==> config.mk <==
export PLATFORM = sky130hd
export DESIGN_NAME = mpsm_ctrl
export DESIGN_NICKNAME = d
export VERILOG_FILES = /design/src/hw/rtl/mpsm_pkg.sv /design/src/hw/rtl/mpsm_ctrl.sv
export SDC_FILE = /design/constraint.sdc
export NUM_CORES = 1
export LEC_CHECK = 0
export BUFFER_PORTS_ARGS = -buffer_cell sky130_fd_sc_hd__clkbuf_2
export CAP_MARGIN = 20
export CORE_UTILIZATION = 46
export DETAILED_ROUTE_END_ITERATION = 16
export HOLD_SLACK_MARGIN = 0.03
export PLACE_DENSITY_LB_ADDON = 0.08
export RECOVER_POWER = 25
export SYNTH_ARGS = -nofsm -noshare
export SYNTH_HDL_FRONTEND = slang
export SYNTH_SLANG_ARGS = --single-unit
==> constraint.sdc <==
create_clock -name clk -period 3 [get_ports clk]
set_clock_uncertainty 0.15 [all_clocks]
set_input_delay 0.15 -clock clk [delete_from_list [all_inputs] [get_ports clk]]
set_output_delay 0.15 -clock clk [all_outputs]
set_load 0.02 [all_outputs]
==> src/hw/rtl/mpsm_pkg.sv <==
// Shared types and constants for the multi-pattern string matcher.
`default_nettype none
package mpsm_pkg;
  localparam logic [1:0] CMD_PAT_LETTER = 2'd0;
  localparam logic [1:0] CMD_PAT_END    = 2'd1;
  localparam logic [1:0] CMD_BUILD      = 2'd2;
  localparam logic [1:0] CMD_TEXT       = 2'd3;

  localparam int SYM_W = 5;
  localparam int CMD_W = 2;
  localparam int ID_W  = 4;
  localparam int OUT_POS_W = 16;

  typedef enum logic [4:0] {
    ST_IDLE,
    ST_INS_RD,
    ST_INS_WR,
    ST_END,
    ST_BLD_ROOT_RD,
    ST_BLD_ROOT_WR,
    ST_BLD_POP,
    ST_BLD_CH_RD,
    ST_BLD_CH_CHK,
    ST_BLD_F_RD,
    ST_BLD_F_CHK,
    ST_BLD_MASK_RD,
    ST_BLD_MASK_WR,
    ST_TXT_RD,
    ST_TXT_CHK,
    ST_TXT_MASK_RD,
    ST_TXT_SCAN,
    ST_TXT_EMIT
  } state_t;

  // Controller -> datapath commands
  typedef struct packed {
    logic ins_rd;       // read goto(insert_node, sym)
    logic ins_wr;       // add child or descend
    logic pat_end;      // close pattern
    logic root_rd;      // read goto(0, c)
    logic root_wr;      // push root child
    logic pop;          // pop queue head
    logic ch_rd;        // read goto(cur, c)
    logic ch_chk;       // child present: start fail walk
    logic f_rd;         // read goto(f, c)
    logic f_chk;        // evaluate walk step
    logic mask_rd;      // read mask of fail target
    logic mask_wr;      // write merged mask, push child
    logic c_next;       // advance letter counter
    logic c_clr;        // clear letter counter
    logic build_done;   // set built
    logic txt_rd;       // read goto(state, sym)
    logic txt_chk;      // evaluate text step
    logic txt_mask_rd;  // read mask of new state
    logic scan_init;    // load mask for listing
    logic emit;         // result transfer taken
    logic txt_done;     // advance position
  } dp_cmd_t;

  // Datapath -> controller status
  typedef struct packed {
    logic c_last;       // letter counter at last letter
    logic child_nz;     // read child is nonzero
    logic walk_done;    // fail walk finished
    logic q_empty;      // queue exhausted
    logic have_match;   // pending matches remain
    logic accept_ins;   // pattern letter acceptable
    logic built;
    logic busy;         // clearing pass running
  } dp_sts_t;
endpackage
`default_nettype wire

==> src/hw/rtl/mpsm_ctrl.sv <==
// Controller state machine for the matcher.
`default_nettype none
module mpsm_ctrl (
  input  wire logic                 clk,
  input  wire logic                 rst_n,
  input  wire logic                 in_valid,
  input  wire logic [1:0]           in_cmd,
  input  wire logic                 sym_ok,
  output logic                      in_ready,
  output logic                      out_valid,
  input  wire logic                 out_ready,
  output mpsm_pkg::dp_cmd_t         cmd,
  input  wire mpsm_pkg::dp_sts_t    sts
);
  mpsm_pkg::state_t state_r, state_nxt;
  logic in_xfer;

  assign in_xfer = in_valid && in_ready;

  always_ff @(posedge clk) begin
    if (!rst_n) state_r <= mpsm_pkg::ST_IDLE;
    else        state_r <= state_nxt;
  end

  always_comb begin
    state_nxt = state_r;
    case (state_r)
      mpsm_pkg::ST_IDLE: begin
        if (in_xfer) begin
          case (in_cmd)
            mpsm_pkg::CMD_PAT_LETTER:
              if (sym_ok && sts.accept_ins) state_nxt = mpsm_pkg::ST_INS_RD;
            mpsm_pkg::CMD_PAT_END:
              if (!sts.built) state_nxt = mpsm_pkg::ST_END;
            mpsm_pkg::CMD_BUILD:
              if (!sts.built) state_nxt = mpsm_pkg::ST_BLD_ROOT_RD;
            default:
              if (sym_ok && sts.built) state_nxt = mpsm_pkg::ST_TXT_RD;
          endcase
        end
      end
      mpsm_pkg::ST_INS_RD:      state_nxt = mpsm_pkg::ST_INS_WR;
      mpsm_pkg::ST_INS_WR:      state_nxt = mpsm_pkg::ST_IDLE;
      mpsm_pkg::ST_END:         state_nxt = mpsm_pkg::ST_IDLE;
      mpsm_pkg::ST_BLD_ROOT_RD: state_nxt = mpsm_pkg::ST_BLD_ROOT_WR;
      mpsm_pkg::ST_BLD_ROOT_WR:
        state_nxt = sts.c_last ? mpsm_pkg::ST_BLD_POP : mpsm_pkg::ST_BLD_ROOT_RD;
      mpsm_pkg::ST_BLD_POP:
        state_nxt = sts.q_empty ? mpsm_pkg::ST_IDLE : mpsm_pkg::ST_BLD_CH_RD;
      mpsm_pkg::ST_BLD_CH_RD:   state_nxt = mpsm_pkg::ST_BLD_CH_CHK;
      mpsm_pkg::ST_BLD_CH_CHK: begin
        if (sts.child_nz)    state_nxt = mpsm_pkg::ST_BLD_F_RD;
        else if (sts.c_last) state_nxt = mpsm_pkg::ST_BLD_POP;
        else                 state_nxt = mpsm_pkg::ST_BLD_CH_RD;
      end
      mpsm_pkg::ST_BLD_F_RD:    state_nxt = mpsm_pkg::ST_BLD_F_CHK;
      mpsm_pkg::ST_BLD_F_CHK:
        state_nxt = sts.walk_done ? mpsm_pkg::ST_BLD_MASK_RD : mpsm_pkg::ST_BLD_F_RD;
      mpsm_pkg::ST_BLD_MASK_RD: state_nxt = mpsm_pkg::ST_BLD_MASK_WR;
      mpsm_pkg::ST_BLD_MASK_WR:
        state_nxt = sts.c_last ? mpsm_pkg::ST_BLD_POP : mpsm_pkg::ST_BLD_CH_RD;
      mpsm_pkg::ST_TXT_RD:      state_nxt = mpsm_pkg::ST_TXT_CHK;
      mpsm_pkg::ST_TXT_CHK:
        state_nxt = sts.walk_done ? mpsm_pkg::ST_TXT_MASK_RD : mpsm_pkg::ST_TXT_RD;
      mpsm_pkg::ST_TXT_MASK_RD: state_nxt = mpsm_pkg::ST_TXT_SCAN;
      mpsm_pkg::ST_TXT_SCAN:
        state_nxt = sts.have_match ? mpsm_pkg::ST_TXT_EMIT : mpsm_pkg::ST_IDLE;
      mpsm_pkg::ST_TXT_EMIT:
        if (out_ready && !sts.have_match) state_nxt = mpsm_pkg::ST_IDLE;
      default:                  state_nxt = mpsm_pkg::ST_IDLE;
    endcase
  end

  always_comb begin
    cmd       = '0;
    in_ready  = 1'b0;
    out_valid = 1'b0;
    case (state_r)
      mpsm_pkg::ST_IDLE: begin
        // hold off input while the memories clear
        in_ready = !sts.busy;
        if (in_xfer && in_cmd == mpsm_pkg::CMD_PAT_END && !sts.built) cmd.pat_end = 1'b1;
        if (in_xfer && in_cmd == mpsm_pkg::CMD_BUILD && !sts.built) cmd.c_clr = 1'b1;
      end
      mpsm_pkg::ST_INS_RD:      cmd.ins_rd = 1'b1;
      mpsm_pkg::ST_INS_WR:      cmd.ins_wr = 1'b1;
      mpsm_pkg::ST_BLD_ROOT_RD: cmd.root_rd = 1'b1;
      mpsm_pkg::ST_BLD_ROOT_WR: begin
        cmd.root_wr = 1'b1;
        cmd.c_next  = 1'b1;
      end
      mpsm_pkg::ST_BLD_POP: begin
        cmd.pop   = 1'b1;
        cmd.c_clr = 1'b1;
        if (sts.q_empty) cmd.build_done = 1'b1;
      end
      mpsm_pkg::ST_BLD_CH_RD:   cmd.ch_rd = 1'b1;
      mpsm_pkg::ST_BLD_CH_CHK: begin
        cmd.ch_chk = 1'b1;
        if (!sts.child_nz) cmd.c_next = 1'b1;
      end
      mpsm_pkg::ST_BLD_F_RD:    cmd.f_rd = 1'b1;
      mpsm_pkg::ST_BLD_F_CHK:   cmd.f_chk = 1'b1;
      mpsm_pkg::ST_BLD_MASK_RD: cmd.mask_rd = 1'b1;
      mpsm_pkg::ST_BLD_MASK_WR: begin
        cmd.mask_wr = 1'b1;
        cmd.c_next  = 1'b1;
      end
      mpsm_pkg::ST_TXT_RD:      cmd.txt_rd = 1'b1;
      mpsm_pkg::ST_TXT_CHK:     cmd.txt_chk = 1'b1;
      mpsm_pkg::ST_TXT_MASK_RD: cmd.txt_mask_rd = 1'b1;
      mpsm_pkg::ST_TXT_SCAN: begin
        cmd.scan_init = 1'b1;
        if (!sts.have_match) cmd.txt_done = 1'b1;
      end
      mpsm_pkg::ST_TXT_EMIT: begin
        out_valid = 1'b1;
        if (out_ready) begin
          cmd.emit = 1'b1;
          if (!sts.have_match) cmd.txt_done = 1'b1;
        end
      end
      default: ;
    endcase
  end
endmodule
`default_nettype wire

Word-level counts from Yosys, hierarchy flattened
Cells that the tools add are included.
{"block": "totals", "out_inout_bits": 23, "in_bits": 15, "register_bits": 5}
{"block": "classes", "n_eq_ne": 24, "muxes": 44, "reduce_logical": 15}
{"operator": "$pmux W5 S16", "n": 1}
{"operator": "$eq A5 B4 Y1 const B", "n": 8}
{"operator": "$mux W5", "n": 7}
{"operator": "$mux W1", "n": 26}
{"operator": "$eq A5 B3 Y1 const B", "n": 4}
{"operator": "$pmux W5 S3", "n": 1}
{"operator": "$eq A5 B5 Y1 const B", "n": 2}
{"operator": "$ne A3 B3 Y1 const B", "n": 3}
{"operator": "$logic_and A1 B1 Y1", "n": 8}
{"operator": "$mux W2", "n": 4}
{"operator": "$pmux W1 S2", "n": 3}
{"operator": "$reduce_and A6 Y1", "n": 1}
{"operator": "$eq A5 B1 Y1 const B", "n": 1}
{"operator": "$eq A5 B2 Y1 const B", "n": 1}
{"operator": "$logic_not A5 Y1", "n": 1}
{"operator": "$ne A5 B4 Y1 const B", "n": 1}
{"operator": "$mux W4", "n": 1}
{"operator": "$ne A2 B2 Y1 const B", "n": 2}
{"operator": "$logic_not A1 Y1", "n": 3}
{"operator": "$mux W3", "n": 1}
{"operator": "$eq A2 B1 Y1 const B", "n": 1}
{"operator": "$eq A2 B2 Y1 const B", "n": 1}
{"operator": "$logic_not A2 Y1", "n": 1}
{"operator": "$reduce_or A2 Y1", "n": 1}

Longest topological paths before layout
Gate-level depths: netlist of run 1.
{"block": "depth", "depth_word": 7, "ltp_mapped": 6, "mapped_depth_nobuf": 4}

Worst setup path after synthesis of run 1
Ideal clock, no wire load.
{"block": "synth_timing", "kind": "register -> output", "startpoint": "reg state_r[4]", "endpoint": "out cmd[7] (netlist bit)", "arrival_ns": 1.565, "slack_ns": 1.135, "required_ns": 2.700, "stages_incl_launch_ff": 6, "path_cell_list": "dfxtp_1 buf_6 or3_4 nand2b_4 or3_4 o22ai_2"}
{"element": "from (decl)", "line_no": "mpsm_ctrl.sv:15", "text": "mpsm_pkg::state_t state_r, state_nxt;"}
{"element": "from (signal assigned)", "line_no": "mpsm_ctrl.sv:21", "text": "if (!rst_n) state_r <= mpsm_pkg::ST_IDLE;"}
{"element": "from (signal assigned)", "line_no": "mpsm_ctrl.sv:22", "text": "else state_r <= state_nxt;"}
{"element": "to (decl)", "line_no": "mpsm_ctrl.sv:12", "text": "output mpsm_pkg::dp_cmd_t cmd,"}

==> flow_metrics.tcl, run 1 <==
set metrics [dict create \
    initial_core_util_pct 50.79 \
    dr.first_iter.drc_count 12 \
    seq_area_frac_synth_pct 14.60 \
    synth-adder-area-share_pct 0 \
    viasPerCell 5.517 \
    path_max_fanout 22 \
    fin_crit_ns 2.401 \
    antenna_cells 0 \
    fin_crit_sh_pct 80.04 \
    placed_area_um2 852.1 \
    wirelength_um 1755 \
    syn_area_per_cell_um2 6.789 \
    gp_congestion 0.8710 \
    synth_xor_area_share_pct 2.555 \
    fin_setup_tns_ns 0 \
    dr.pass1.iters 4 \
    synthCells 101 \
    clock.fmax_mhz 416.4 \
    largest_registers "state_r (5)" \
    p_leak_nw 0.3829 \
    antenna_found_initial 0 \
    pre_cts_ws_ns 0.9420 \
    p_per_area_nw_per_um2 700.4 \
    synth_top_family_by_area "simple AND/OR/NAND/NOR gates" \
    via_count 833 \
    critPathTopFamily "simple AND/OR/NAND/NOR gates" \
    clk_pin_slew_ns 0.05 \
    end_kind "output port" \
    finish.net_count 152 \
    setup_viol 0 \
    design_area_um2 860.8 \
    ys_ff_latch 5 \
    clockRootBuffer "clkbuf_4" \
    clk_latency_ns 0.24 \
    numPortBuffers 37 \
    die_width_um 40.61 \
    combPwrFrac_pct 59.9 \
    synth.lib_cells_used.distinct 42 \
    layout.cells.non_filler 151 \
    irDropWorstVdd_uv 359.0 \
    synth.area.mux_share_pct 1.642 \
    postCtsHoldBufs 0 \
    htreeDepth 1 \
    grt_overflow_total 0 \
    synth_compound_area_share_pct 22.81 \
    grt_max_degree 23 \
    grt_usage_pct 22.79 \
    dp_hpwl_um 1338 \
    pwr-share-seq_pct 27.2 \
    p_sw_share_pct 52.69 \
    path_class "register to output port" \
    cpPeakStageDelay_ns 0.49 \
    clock-sinks 5 \
    status "finished, final reports clean" \
    cp.buffers_inverters 1 \
    crit_slowest_cell "dfxtp_1" \
    cts_tree "yes" \
    layout_common_cells "clkbuf_2 (33), nor2_1 (17), nor3_1 (9)" \
    synth_top_area_cell "dfxtp_1" \
    fp-row-count 13 \
    synth_area_um2 685.7 \
    wl_per_cell_um 11.62 \
    synth_top_area_share_pct 14.60 \
    pwr-share-clk_pct 12.9 \
    worst_pin_slew_ns 0.6118 \
    cts_setup_buffers 0 \
    worst_slack_ns 0.5987 \
    die_y_um 40.61 \
    drv_cap 0 \
    mostFrequentLayoutCell "clkbuf_2" \
    yosys.area_share.simple_pct 49.64 \
    p_sw_mw 0.3176 \
    antenna_left 0 \
    start_kind "register" \
    grt_pass1_wl_um 2580 \
    synth.yosys.warnings 0 \
    area_growth_pct 25.55 \
    drt_drc_violations_left 0 \
    reg2reg_slack_ns 1.06 \
    clk_path_buf_depth 2 \
    hold_violations 0 \
    largest_reg_flops 5 \
    synth_nets 116 \
    grt_pass1_vias 608 \
    largest-register "state_r" \
    crit_required_ns 2.70 \
    critPathArrivalTime_ns 2.10 \
    fp.dieArea_um2 1649 \
    io_pins 38 \
    synth_area_leaders "dfxtp_1 (15%), nor2_1 (9.3%), nor3_1 (6.6%)" \
    hp-class "input port to register" \
    ctsResizeCount 0 \
    cts_made_buffers 3 \
    core_um2 1350 \
    slew_headroom_pct 59.16 \
    path_cells "or3_1 > nand2b_1 > or3_4 > o22ai_2 > clkbuf_2" \
    drive_gt1_share_pct 33.09 \
    rsz0062_at_grt "no" \
    cell_internal_pwr_mw 0.2853 \
    finalMaxSlewViolations 0 \
    placed_cells 147 \
]
==> power groups by stage <==
stage	registers (mW)	logic (mW)	clock network [mW]
5_1_grt	0.172	0.404	0.0856
6_report	0.164	0.361	0.0775
2_1_floorplan	0.105	0.360	0
3_3_place_gp	0.163	0.384	0
4_1_cts	0.164	0.390	0.0810
3_5_place_dp	0.165	0.387	0
==> final timing paths <==
check / cells after the start / endpoint / start
worst max-delay path: 5 / cmd[7] / state_r[1]
worst min-delay path: 3 / state_r[4] / rst_n
worst max register to register: 4 / state_r[1] / state_r[1]
worst min register to register: 2 / state_r[2] / state_r[4]
==> cell type report <==
class | count | area [µm²]
Multi-Input combinational cell | 84 | 513.0
Sequential cell | 5 | 100.1
Inverter | 6 | 22.52
Timing Repair Buffer | 37 | 180.2
Fill cell | 141 | 489.2
Clock buffer | 4 | 26.28
Tap cell | 15 | 18.77
==> worst min-delay path: stages <==
cell and delay, ns:
clkbuf_2 0.09, a32oi_1 0.11, a21oi_1 0.14
==> per-layer routing <==
metal	GRT usage (%)	up-vias	routed length (µm)
met1	32.03	376	851
li1	-	431	-
met2	34.52	24	811
met3	3.889	2	83
met5	0	-	0
met4	7.500	0	8
==> through the flow <==
| stage | total power [mW] | util, % | hold slack, ns |
|---|---|---|---|
| CTS | 0.6350 | 65.06 | 0.1464 |
| global route | 0.6614 | 63.76 | 0.1866 |
| detailed placement | 0.5520 | 63.11 | 0.3907 |
| floorplan | 0.4650 | - | 0.2152 |
| global placement | 0.5469 | 63.11 | 0.3724 |
| finish | 0.6029 | 63.76 | 0.1470 |
==> cell usage after synthesis, drive strengths merged <==
master,instances
nor3,9
nand2b,5
or3b,2
xnor2,1
or2,1
or3,3
nand3,1
nor2b,4
o22ai,1
nor2,17
a22oi,1
inv,6
o21ai,3
nand4b,1
nand2,8
buf,5
a31oi,2
a211oi,2
clkbuf,1
dfxtp,5
a311oi,1
nor3b,1
and2,1
a21o,4
a32oi,1
xor2,1
or2b,1
nor4b,1
a21oi,2
mux2,1
o21a,1
a2111oi,3
nand3b,2
nor4,2
nor4bb,1
==> cell families after synthesis <==
group	after synthesis
compound gates	21
flops	5
simple gates	60
xor+xnor	2
mux	1
buf+inv	12
No activity file was read; power rests on OpenSTA's default activity.
==> run 2: changes to the inputs <==
--- a/config.mk
+++ b/config.mk
@@ -5,9 +5,10 @@
 export SDC_FILE = /design/constraint.sdc
 export NUM_CORES = 1
 export LEC_CHECK = 0
+export ABC_AREA = 1
 export BUFFER_PORTS_ARGS = -buffer_cell sky130_fd_sc_hd__clkbuf_2
 export CAP_MARGIN = 20
-export CORE_UTILIZATION = 46
+export CORE_UTILIZATION = 39
 export DETAILED_ROUTE_END_ITERATION = 16
 export HOLD_SLACK_MARGIN = 0.03
 export PLACE_DENSITY_LB_ADDON = 0.08
==> constraint.sdc (replaced) <==
create_clock -name clk -period 2 [get_ports clk]
set_clock_uncertainty 0.15 [all_clocks]
set_input_delay 0.1 -clock clk [delete_from_list [all_inputs] [get_ports clk]]
set_output_delay 0.1 -clock clk [all_outputs]
set_load 0.02 [all_outputs]
==> run 2 against run 1 <==
First-iteration DRC count rose by 83%; global-route usage fell by 1.7 points; register-to-register slack got worse by 0.76 ns; core utilization fell by 5.1 points; die area rose by 20%; cell area rose by 8.6%; clock-buffer cell count did not move; critical path type unchanged; largest cell class unchanged; highest routed layer unchanged.
==> flow_metrics.tcl, run 2 <==
set metrics [dict create \
    status "finished, final reports clean" \
    layout_common_cells "clkbuf_2 (36), nor2_1 (24), nand2_1 (20)" \
    core_um2 1594 \
    largest_registers "state_r (5)" \
    htreeDepth 1 \
    end_kind "output port" \
    clockRootBuffer "clkbuf_4" \
    syn_area_per_cell_um2 5.949 \
    viasPerCell 4.755 \
    die_y_um 44.43 \
    seq_area_frac_synth_pct 14.26 \
    dr.first_iter.drc_count 22 \
    mostFrequentLayoutCell "clkbuf_2" \
    cts_setup_buffers 0 \
    fin_crit_sh_pct 94.30 \
    antenna_found_initial 0 \
    clk_path_buf_depth 2 \
    wirelength_um 1918 \
    p_leak_nw 0.5307 \
    finalMaxSlewViolations 0 \
    synth.lib_cells_used.distinct 24 \
    clock-sinks 5 \
    p_per_area_nw_per_um2 976.7 \
    grt_pass1_vias 770 \
    largest_reg_flops 5 \
    yosysMostFrequentCell "nor2_1" \
    drive_gt1_share_pct 41.25 \
    hold_violations 0 \
    postCtsHoldBufs 1 \
    clock.fmax_mhz 530.2 \
    synthFlopType "dfxtp_1" \
    clk_latency_ns 0.25 \
    synth_edf_count 0 \
    fp.dieArea_um2 1974 \
    fin_crit_ns 1.886 \
    synth_top_area_share_pct 14.26 \
    gp_congestion 0.8522 \
    via_count 875 \
    irDropWorstVdd_uv 452.2 \
    clk_pin_slew_ns 0.04 \
    synth.yosys.warnings 0 \
    crit_required_ns 1.75 \
    worst_pin_slew_ns 0.3920 \
    hp-class "input port to register" \
    dr.pass1.iters 4 \
    area_growth_pct 33.16 \
    dp_hpwl_um 1568 \
    setup_viol 0 \
    synth_area_um2 701.9 \
    grt_usage_pct 21.11 \
    ctsResizeCount 0 \
    rsz0062_at_grt "no" \
    ys_ff_latch 5 \
    fp-row-count 14 \
    cts_made_buffers 3 \
    finish.net_count 176 \
    start_kind "register" \
    crit_slowest_cell "dfxtp_1" \
    grt_pass1_wl_um 3132 \
    design_area_um2 934.6 \
    antenna_cells 0 \
    io_pins 38 \
    synth_nets 133 \
    fin_setup_tns_ns 0 \
    drt_drc_violations_left 0 \
    path_max_fanout 6 \
    grt_max_degree 7 \
    synthTopCellsByCount "nor2_1 (24), nand2_1 (20), inv_1 (14)" \
    synthCells 118 \
    cts_tree "yes" \
    die_width_um 44.43 \
    fill_cells 176 \
    grt_overflow_total 0 \
    cpPeakStageDelay_ns 0.49 \
    slew_headroom_pct 73.79 \
    critPathArrivalTime_ns 1.64 \
    async_flop_share_pct 0 \
    drv_cap 0 \
    numPortBuffers 37 \
    initial_core_util_pct 44.03 \
    wl_per_cell_um 10.42 \
    largest-register "state_r" \
    synth_area_leaders "dfxtp_1 (14%), nor2_1 (13%), nand2_1 (11%)" \
    synth_top_area_cell "dfxtp_1" \
    path_class "register to output port" \
    antenna_left 0 \
    placed_area_um2 917.1 \
    path_cells "nand3b_1 > nor2_4 > inv_1 > nor2_1 > clkbuf_2" \
]
-- run 2: changes by cell type after synthesis, moves of 4 or more --
cell      change
nand2_1      +12
nor2_4        +5
inv_2         +4
nor2_1        +7
inv_1         +8
nand2b_1      -4
nand3_1       +8
nor2_2        +8
-- run 2: logic make-up (layout without fill, tap and decap cells) --
family	count (synthesis)	in the layout	share of synthesized area, %
DFF	5	5	14.26
and+or+nand+nor	84	84	66.49
AOI/OAI and AO/OA	9	9	8.199
buffers and inverters	20	62	11.05
-- run 2: report_power, final --
| part | total [mW] | switching (mW) | internal, mW |
|---|---|---|---|
| clock network | 0.120 | 0.0440 | 0.0756 |
| logic | 0.630 | 0.433 | 0.197 |
| registers | 0.164 | 0.0406 | 0.123 |
-- run 2: area by class of cell --
cell class,instances,area (µm²),area share (%)
inverter,20,77.57,8.300
sequential,5,100.1,10.71
tap,24,30.03,3.213
timing repair buffer,38,193.9,20.75
clock buffer,4,26.28,2.811
multi-input combinational,93,506.7,54.22
-- run 2: per-stage QoR --
stage | setup slack [ns] | std cells | utilization, % | power [mW] | hold WS, ns
floorplan | 0.2288 | 118 | - | 0.6503 | 0.07048
global placement | 0.4582 | 179 | 57.54 | 0.8048 | 0.1923
detailed placement | 0.4512 | 179 | 57.54 | 0.8068 | 0.1884
CTS | 0.1906 | 184 | 59.81 | 0.9339 | 0.1275
global route | 0.04194 | 184 | 58.63 | 1.000 | 0.1808
finish | 0.1140 | 184 | 58.63 | 0.9129 | 0.1303
-- run 2: critical path: cells and delay by family (launching register included) --
family	cells	cell delay, ns
and+or+nand+nor	3	0.65
buffers and inverters	2	0.24
DFF	1	0.49
-- run 2: worst paths after layout --
path / from / endpoint / slack (ns) / cells after the start
min: sts[3] / state_r[4] / 0.13 / 5
max: state_r[2] / cmd[6] / 0.11 / 5
min reg2reg: state_r[0] / state_r[0] / 0.50 / 4
max reg2reg: state_r[2] / state_r[1] / 0.30 / 7
-- run 2: metal layers --
| layer | routed length, µm | vias up | track usage, % |
|---|---|---|---|
| met5 | 0 | - | 0 |
| met4 | 21 | 0 | 9.091 |
| met3 | 112 | 2 | 4.082 |
| met2 | 911 | 38 | 35.00 |
| met1 | 872 | 378 | 26.49 |
| li1 | - | 457 | - |
